File: config.mk
export PLATFORM = sky130hd
export DESIGN_NAME = pbg_sqrt
export DESIGN_NICKNAME = d
export VERILOG_FILES = /design/src/rtl/pbg_pkg.sv /design/src/rtl/pbg_sqrt.sv
export SDC_FILE = /design/constraint.sdc
export NUM_CORES = 2
export LEC_CHECK = 0
export BUFFER_PORTS_ARGS = -buffer_cell sky130_fd_sc_hd__clkbuf_2
export CORE_AREA = 2 2 304 532
export DETAILED_ROUTE_END_ITERATION = 10
export DIE_AREA = 0 0 306 534
export GPL_TIMING_DRIVEN = 0
export PLACE_DENSITY = 0.61
export SYNTH_ARGS = -nofsm -noshare
export SYNTH_HDL_FRONTEND = slang
export SYNTH_SLANG_ARGS = --single-unit
File: constraint.sdc
create_clock -name clk -period 7.3 [get_ports clk]
set_input_delay 1.46 -clock clk [delete_from_list [all_inputs] [get_ports clk]]
set_output_delay 1.46 -clock clk [all_outputs]
set_load 0.005 [all_outputs]
File: src/rtl/pbg_pkg.sv
// Shared types, widths, constants and the linearization table for the brightness pipeline.
package pbg_pkg;

  localparam int unsigned FRAC_BITS = 16;
  localparam int unsigned WORK_BITS = 24;
  localparam int unsigned BRIGHT_W  = FRAC_BITS + 1;
  localparam int unsigned RND_SH    = WORK_BITS - FRAC_BITS;

  localparam int unsigned CH_W   = 8;
  localparam int unsigned LIN_W  = 16;
  localparam int unsigned COEF_W = 16;
  localparam int unsigned PROD_W = LIN_W + COEF_W;
  localparam int unsigned ACC_W  = PROD_W + 3;
  localparam int unsigned COMP_W = ACC_W - (WORK_BITS - LIN_W);
  localparam int unsigned SQ_W   = 2 * COMP_W;
  localparam int unsigned S_W    = SQ_W + 2;
  localparam int unsigned ROOT_W = S_W / 2;

  // Square root: one result bit per iteration, two iterations per stage.
  localparam int unsigned SQ_ITERS     = S_W / 2;
  localparam int unsigned SQ_PER_STAGE = 2;
  localparam int unsigned SQ_STAGES    = SQ_ITERS / SQ_PER_STAGE;

  localparam int unsigned N_LEVELS = 7;

  typedef struct packed {
    logic [CH_W-1:0] red;
    logic [CH_W-1:0] green;
    logic [CH_W-1:0] blue;
  } pixel_t;

  typedef struct packed {
    logic [BRIGHT_W-1:0] brightness;
    logic [2:0]          level;
  } result_t;

  // Row-major sRGB-to-XYZ matrix, Q0.16.
  localparam logic [COEF_W-1:0] COEF [9] = '{
    16'd27031, 16'd23434, 16'd11825,
    16'd13938, 16'd46868, 16'd4730,
    16'd1267,  16'd7811,  16'd62279
  };

  // Level thresholds on the vector length, Q.24.
  localparam logic [63:0] THRESH [N_LEVELS] = '{
    64'd3685820, 64'd7371640, 64'd11057477, 64'd14743297,
    64'd18429117, 64'd22114954, 64'd25800775
  };

  typedef logic [255:0][LIN_W-1:0] lin_rom_t;

  // One table entry of the sRGB transfer curve, evaluated at elaboration.
  function automatic logic [LIN_W-1:0] rom_entry(int unsigned i);
    logic [63:0] num;
    logic [63:0] t;
    logic [63:0] u;
    logic [63:0] lo;
    logic [63:0] hi;
    logic [63:0] mid;
    logic [63:0] p;
    logic [63:0] v;
    logic [63:0] val;
    int k;
    if (i <= 10) begin
      val = (64'(i) * 64'd13107200 + 64'd329460) / 64'd658920;
      return val[LIN_W-1:0];
    end
    if (i >= 255) begin
      return 16'hFFFF;
    end
    num = 64'd1000 * 64'(i) + 64'd14025;
    t   = ((num << 32) + 64'd134512) / 64'd269025;
    u   = (t * t) >> 32;
    lo  = 64'd0;
    hi  = 64'hFFFF_FFFF;
    while (lo < hi) begin
      mid = lo + ((hi - lo + 64'd1) >> 1);
      p = mid;
      for (k = 0; k < 4; k++) begin
        p = (p * mid) >> 32;
      end
      if (p <= u) begin
        lo = mid;
      end else begin
        hi = mid - 64'd1;
      end
    end
    v   = (u * lo) >> 32;
    val = (v + 64'd32768) >> 16;
    if (val > 64'd65535) begin
      val = 64'd65535;
    end
    return val[LIN_W-1:0];
  endfunction

  function automatic lin_rom_t build_lin_rom();
    lin_rom_t rom;
    for (int i = 0; i < 256; i++) begin
      rom[i] = rom_entry(i);
    end
    return rom;
  endfunction

  localparam lin_rom_t LIN_ROM = build_lin_rom();

endpackage

File: src/rtl/pbg_sqrt.sv
// Pipelined integer square root, two result bits per register stage.
module pbg_sqrt (
  input  logic                        clk,
  input  logic [pbg_pkg::SQ_STAGES-1:0] adv,
  input  logic [pbg_pkg::S_W-1:0]     s_in,
  output logic [pbg_pkg::ROOT_W-1:0]  root
);

  localparam int unsigned SW  = pbg_pkg::S_W;
  localparam int unsigned NST = pbg_pkg::SQ_STAGES;

  logic [SW-1:0] rem_r [NST];
  logic [SW-1:0] res_r [NST];
  logic [SW-1:0] rem_in [NST];
  logic [SW-1:0] res_in [NST];
  logic [SW-1:0] rem_nxt [NST];
  logic [SW-1:0] res_nxt [NST];

  assign rem_in[0] = s_in;
  assign res_in[0] = '0;

  for (genvar st = 0; st < NST; st++) begin : g_stage
    localparam int unsigned K0 = pbg_pkg::SQ_ITERS - 1 - st * pbg_pkg::SQ_PER_STAGE;

    if (st > 0) begin : g_link
      assign rem_in[st] = rem_r[st-1];
      assign res_in[st] = res_r[st-1];
    end

    always_comb begin
      logic [SW-1:0] rem;
      logic [SW-1:0] res;
      logic [SW-1:0] b;
      logic [SW:0]   trial;
      rem = rem_in[st];
      res = res_in[st];
      for (int j = 0; j < pbg_pkg::SQ_PER_STAGE; j++) begin
        b     = SW'(1) << (2 * (K0 - j));
        trial = {1'b0, res} + {1'b0, b};
        if ({1'b0, rem} >= trial) begin
          rem = rem - trial[SW-1:0];
          res = (res >> 1) + b;
        end else begin
          res = res >> 1;
        end
      end
      rem_nxt[st] = rem;
      res_nxt[st] = res;
    end

    always_ff @(posedge clk) begin
      if (adv[st]) begin
        rem_r[st] <= rem_nxt[st];
        res_r[st] <= res_nxt[st];
      end
    end
  end

  assign root = res_r[NST-1][pbg_pkg::ROOT_W-1:0];

endmodule

# Yosys cells after proc, flatten, opt, wreduce, memory -nomap -nowiden
# Memory sizes are Yosys's and may differ from the RTL's.
# Index checks and enable logic that the tools add are counted.
# word_totals
output_inout_bits,28
word_cells,196
ramBits,1568
n_memories,2
register_bits,0
# memory_table
memory,words,width,read_ports,rd_ports_with_merged_regs,write_ports,line_no,rtl
rem_r,14,56,13,0,14,pbg_sqrt.sv:12,logic [SW-1:0] rem_r [NST];
res_r,14,56,14,0,14,pbg_sqrt.sv:13,logic [SW-1:0] res_r [NST];
# classes
magnitude_cmp,28
mux,84
n_addsub,82
# ops
op,n
$mux W56,55
$sub A56 B56 Y56,27
$ge A56 B57 Y1,26
$add A56 B1 Y57 const B,1
$add A56 B11 Y57 const B,1
$add A56 B13 Y57 const B,1
$add A56 B15 Y57 const B,1
$add A56 B17 Y57 const B,1
$add A56 B19 Y57 const B,1
$add A56 B21 Y57 const B,1
$add A56 B23 Y57 const B,1
$add A56 B25 Y57 const B,1
$add A56 B27 Y57 const B,1
$add A56 B29 Y57 const B,1
$add A56 B3 Y57 const B,1
$add A56 B31 Y57 const B,1
$add A56 B33 Y57 const B,1
$add A56 B35 Y57 const B,1
$add A56 B37 Y57 const B,1
$add A56 B39 Y57 const B,1
$add A56 B41 Y57 const B,1
$add A56 B43 Y57 const B,1
$add A56 B45 Y57 const B,1
$add A56 B47 Y57 const B,1
other kinds (38),65

# Logic depth before layout (Yosys ltp)
# An unclocked memory read counts as a cell.
# depth
word_depth,7
mapped_depth,32

# Worst setup path after synthesis
# Ideal clock, no wire load.
# synth_timing
path_kind,register to register
startpoint,memory rem_r[1][78] (netlist name)
endpoint,"memory rem_r[1][131] (netlist name), data pin"
path_slack_ns,0.849
stages_incl_launch_ff,25
setup_ns,0.260
arrival_ns,6.192
path_cell_list,edfxtp_1 > ha_1 > clkbuf_1 > and4_1 > nand3_1 > a21oi_1 > a211oi_1 > nor4_1 > or2_1 > clkbuf_1 > clkbuf_1 > clkbuf_1 > buf_1 > a21oi_1 > ha_1 > nand3_1 > or2_2 > nor4_1 > nand3b_1 > or4b_2 > a21o_1 > o311a_1 > nand2_1 > buf_2 > mux2_2
# synth_lines
element,line_no
from (decl),pbg_sqrt.sv:12

==> impl_metrics.csv <==
group,metric,value,unit
outcome,outcome,"finished, violations left",
outcome,violations,"max-capacitance violations, max-slew violations",
min_path,min-delay-path-class,"flip-flop to flip-flop",
place,portBuffers,98,
sta,layout_worst_path_cycle_share,97.84,%
floorplan,ios,99,
flow_run,drv_cap,2,
clock_tree,clk_pin_slew,0.06,ns
floorplan,die_h,534,microns
logic_synthesis,synth_compound_gate_area_share,15.98,%
final_layout,num-nets-final,7119,
final_layout,layout_commonest_cell,"edfxtp_1",
clock_tree,numCtsBuffers,95,
logic_synthesis,synth_top_family_by_area,"simple AND/OR/NAND/NOR gates",
critical_path,end_kind,"flip-flop",
clock_tree,clockBufferDepth,3,
floorplan,core_area,159000,sq um
sta,whs,0.4400,ns
place,gp_congestion,0.9997,
routing,wl,211.3,mm
critical_path,path_max_fanout,10,
logic_synthesis,synthSimpleGateAreaFrac,17.53,%
logic_synthesis,synth_flop_cell,"edfxtp_1",
logic_synthesis,synth-edff-count,938,
floorplan,die_width,306,microns
floorplan,dieArea,163400,sq um
critical_path,cp_slowest_cell,"or3_1",
logic_synthesis,avgSynthCellArea,9.925,sq um
logic_synthesis,yosysTopAreaCellShare,44.45,%
power_and_ir_drop,ir_drop,292.6,uV
critical_path,worstSetupPathType,"flip-flop to flip-flop",
critical_path,crit_buf_inv,7,
routing,drc_errors,0,
final_layout,multiInputGateArea,33860,sq um
logic_synthesis,synthMuxAreaShare,1.272,%
grt,grt_pass1_vias,52970,
logic_synthesis,synthAdderAreaFrac,8.766,%
final_layout,final_cell_mix,"938 x edfxtp_1, 551 x nor2_1, 494 x nand2_1, 493 x a21oi_1, 429 x ha_1",
power_and_ir_drop,power.leakage,0.02784,uW
final_layout,utilization,44.79,%
logic_synthesis,yosysWarningCount,0,
floorplan,initial_core_util,39.86,%
sta,setup_violations,0,
logic_synthesis,synth_xor_area_share,8.648,%
clock_tree,cts.sinks,938,
sta,max_slew.worst_pin.slew,1.499,ns
logic_synthesis,synth_cell_types,110,
floorplan,std_cell_rows,194,
place,place_hpwl,175.8,mm
routing,first_pass_iters,5,
logic_synthesis,syn-cell-area,63370,sq um
grt,grt_pass1_wl,311.2,mm
routing,num_vias,49870,
grt,grt_max_degree,69,
clock_tree,cts-root-buf,"clkbuf_16",
final_layout,regArea,28170,sq um
logic_synthesis,async_reset_ff_share,0,%
logic_synthesis,yosysTopAreaCell,"edfxtp_1",
final_layout,drive_gt1_share,9.445,%
critical_path,worstSetupStartpointType,"flip-flop",
sta,finalHoldViolCount,0,
power_and_ir_drop,p_per_area,358.9,nW/um^2
sta,max_freq,0.1400,GHz
clock_tree,ctsHoldBuffers,0,
critical_path,cp_slowest_stage_delay,0.44,ns
logic_synthesis,ys_top_cells_by_area,"edfxtp_1 44%, ha_1 8.8%, xnor2_1 5.4%",
clock_tree,cts_tree,"done",
clock_tree,htreeDepth,3,
clock_tree,clock_latency,0.76,ns
critical_path,worst_ep_arrival_time,7.63,ns
logic_synthesis,ys_seq_area_share,44.45,%
critical_path,cp.required,7.79,ns
final_layout,nFillCells,15030,
sta,min_period,7.142,ns
final_layout,area_delta_synth_final,12.37,%
sta,slew_violations,2,
sta,fin_tns_setup,0,ns
routing,drt_iter0_drc,2335,
routing,routedWlPerCell,24.17,microns
logic_synthesis,synthCells,6385,
sta,finalClockSkew,0.05287,ns
sta,max_slew_margin,-0.8601,%
routing,routed_via_density,5.706,
logic_synthesis,ys_ff_latch,938,
grt,gr-total-overflow,0,
critical_path,cpMostUsedCell,"a21o_1",
routing,detail-route-antenna-nets,0,
grt,grt.total_usage,25.62,%
logic_synthesis,syn_nets,6900,
critical_path,cp_top_family,"buffers and inverters",
grt,antenna_found_initial,2,
## kinds of logic (layout without fill, tap and decap cells)
family,count (synthesis),in the layout
adders and majority gates,444,444
and+or+nand+nor,2175,2175
buffers and inverters,551,847
DFF,938,938
xor gates and xnor gates,624,624
other,0,1
muxes,74,74
AOI/OAI and AO/OA,1579,1579
## path summary, 6_finish.rpt
check | startpoint | to | slack (ns) | cells after the start
setup / recovery | rem_r[1][33] | rem_r[1][91] | 0.16 | 27
hold / removal | res_r[1][126] | res_r[1][180] | 0.44 | 0
setup reg to reg | rem_r[1][33] | rem_r[1][91] | 0.16 | 27
hold reg to reg | res_r[1][126] | res_r[1][180] | 0.44 | 0
## state kept, by name, indices dropped and copies added (netlist names)
| register | count |
|---|---|
| rem_r | 728 |
| res_r | 210 |
## power by group
| group | switching (uW) | leakage [uW] | total [uW] | internal [uW] |
|---|---|---|---|---|
| Combinational | 7560 | 0.0173 | 12400 | 4880 |
| Clock | 2230 | 0.00156 | 5060 | 2830 |
| Sequential | 745 | 0.00897 | 8070 | 7320 |
## per-stage QoR
stage / total power, uW / cell area (sq um) / instances / setup WS [ns]
after CTS: 25420 / 70820 / 8734 / 0.001418
after floorplan: 16660 / 63370 / 6385 / 0.8485
after detailed placement: 20060 / 66720 / 8551 / -3.236
final: 25560 / 71210 / 8740 / 0.1579
after global routing: 27120 / 71210 / 8740 / -0.02083
after global placement: 19980 / 66440 / 8541 / -3.986
## synth_stat cells (30+ instances only)
library cell  count
a211oi_1         35
a21o_1          254
a21oi_1         512
a31oi_1          54
and2_1           34
and3_1           61
clkbuf_1        134
edfxtp_1        938
ha_1            444
inv_1           364
mux2_2           44
nand2_1         499
nand2b_1         67
nand3_1         159
nand4_1         116
nor2_1          556
nor2b_1          61
nor3_1          156
nor4_1          168
o211ai_1         35
o21a_1           63
o21ai_0         270
o21bai_1         44
o31ai_1          60
or2_2            30
or3_1            66
or4_1            34
xnor2_1         393
xor2_1          229
## layer usage
metal	share of wire, %	global-route usage (%)	up-vias
li1	-	-	24250
met1	26	17.24	23680
met2	59	54.13	1197
met3	2.4	2.893	747
met4	12	27.89	0
met5	0	0	-
## repair_timing
action,4_1_cts,5_1_grt
buffers inserted,29,15
pin swaps,24,14
setup endpoints to repair,319,286
gates resized for setup,204,77
## final cells by class
type                       instances  share of cell area (%)
multi-input combinational       4896                   47.54
timing repair buffer             154                   1.592
clock buffer                     107                   3.431
inverter                         374                   1.999
antenna                            1                0.003514
sequential                       938                   39.55
buffer                           145                   1.175
tap                             2058                   3.616
clock inverter                    67                   1.086
(Power assumes the default switching activity.)
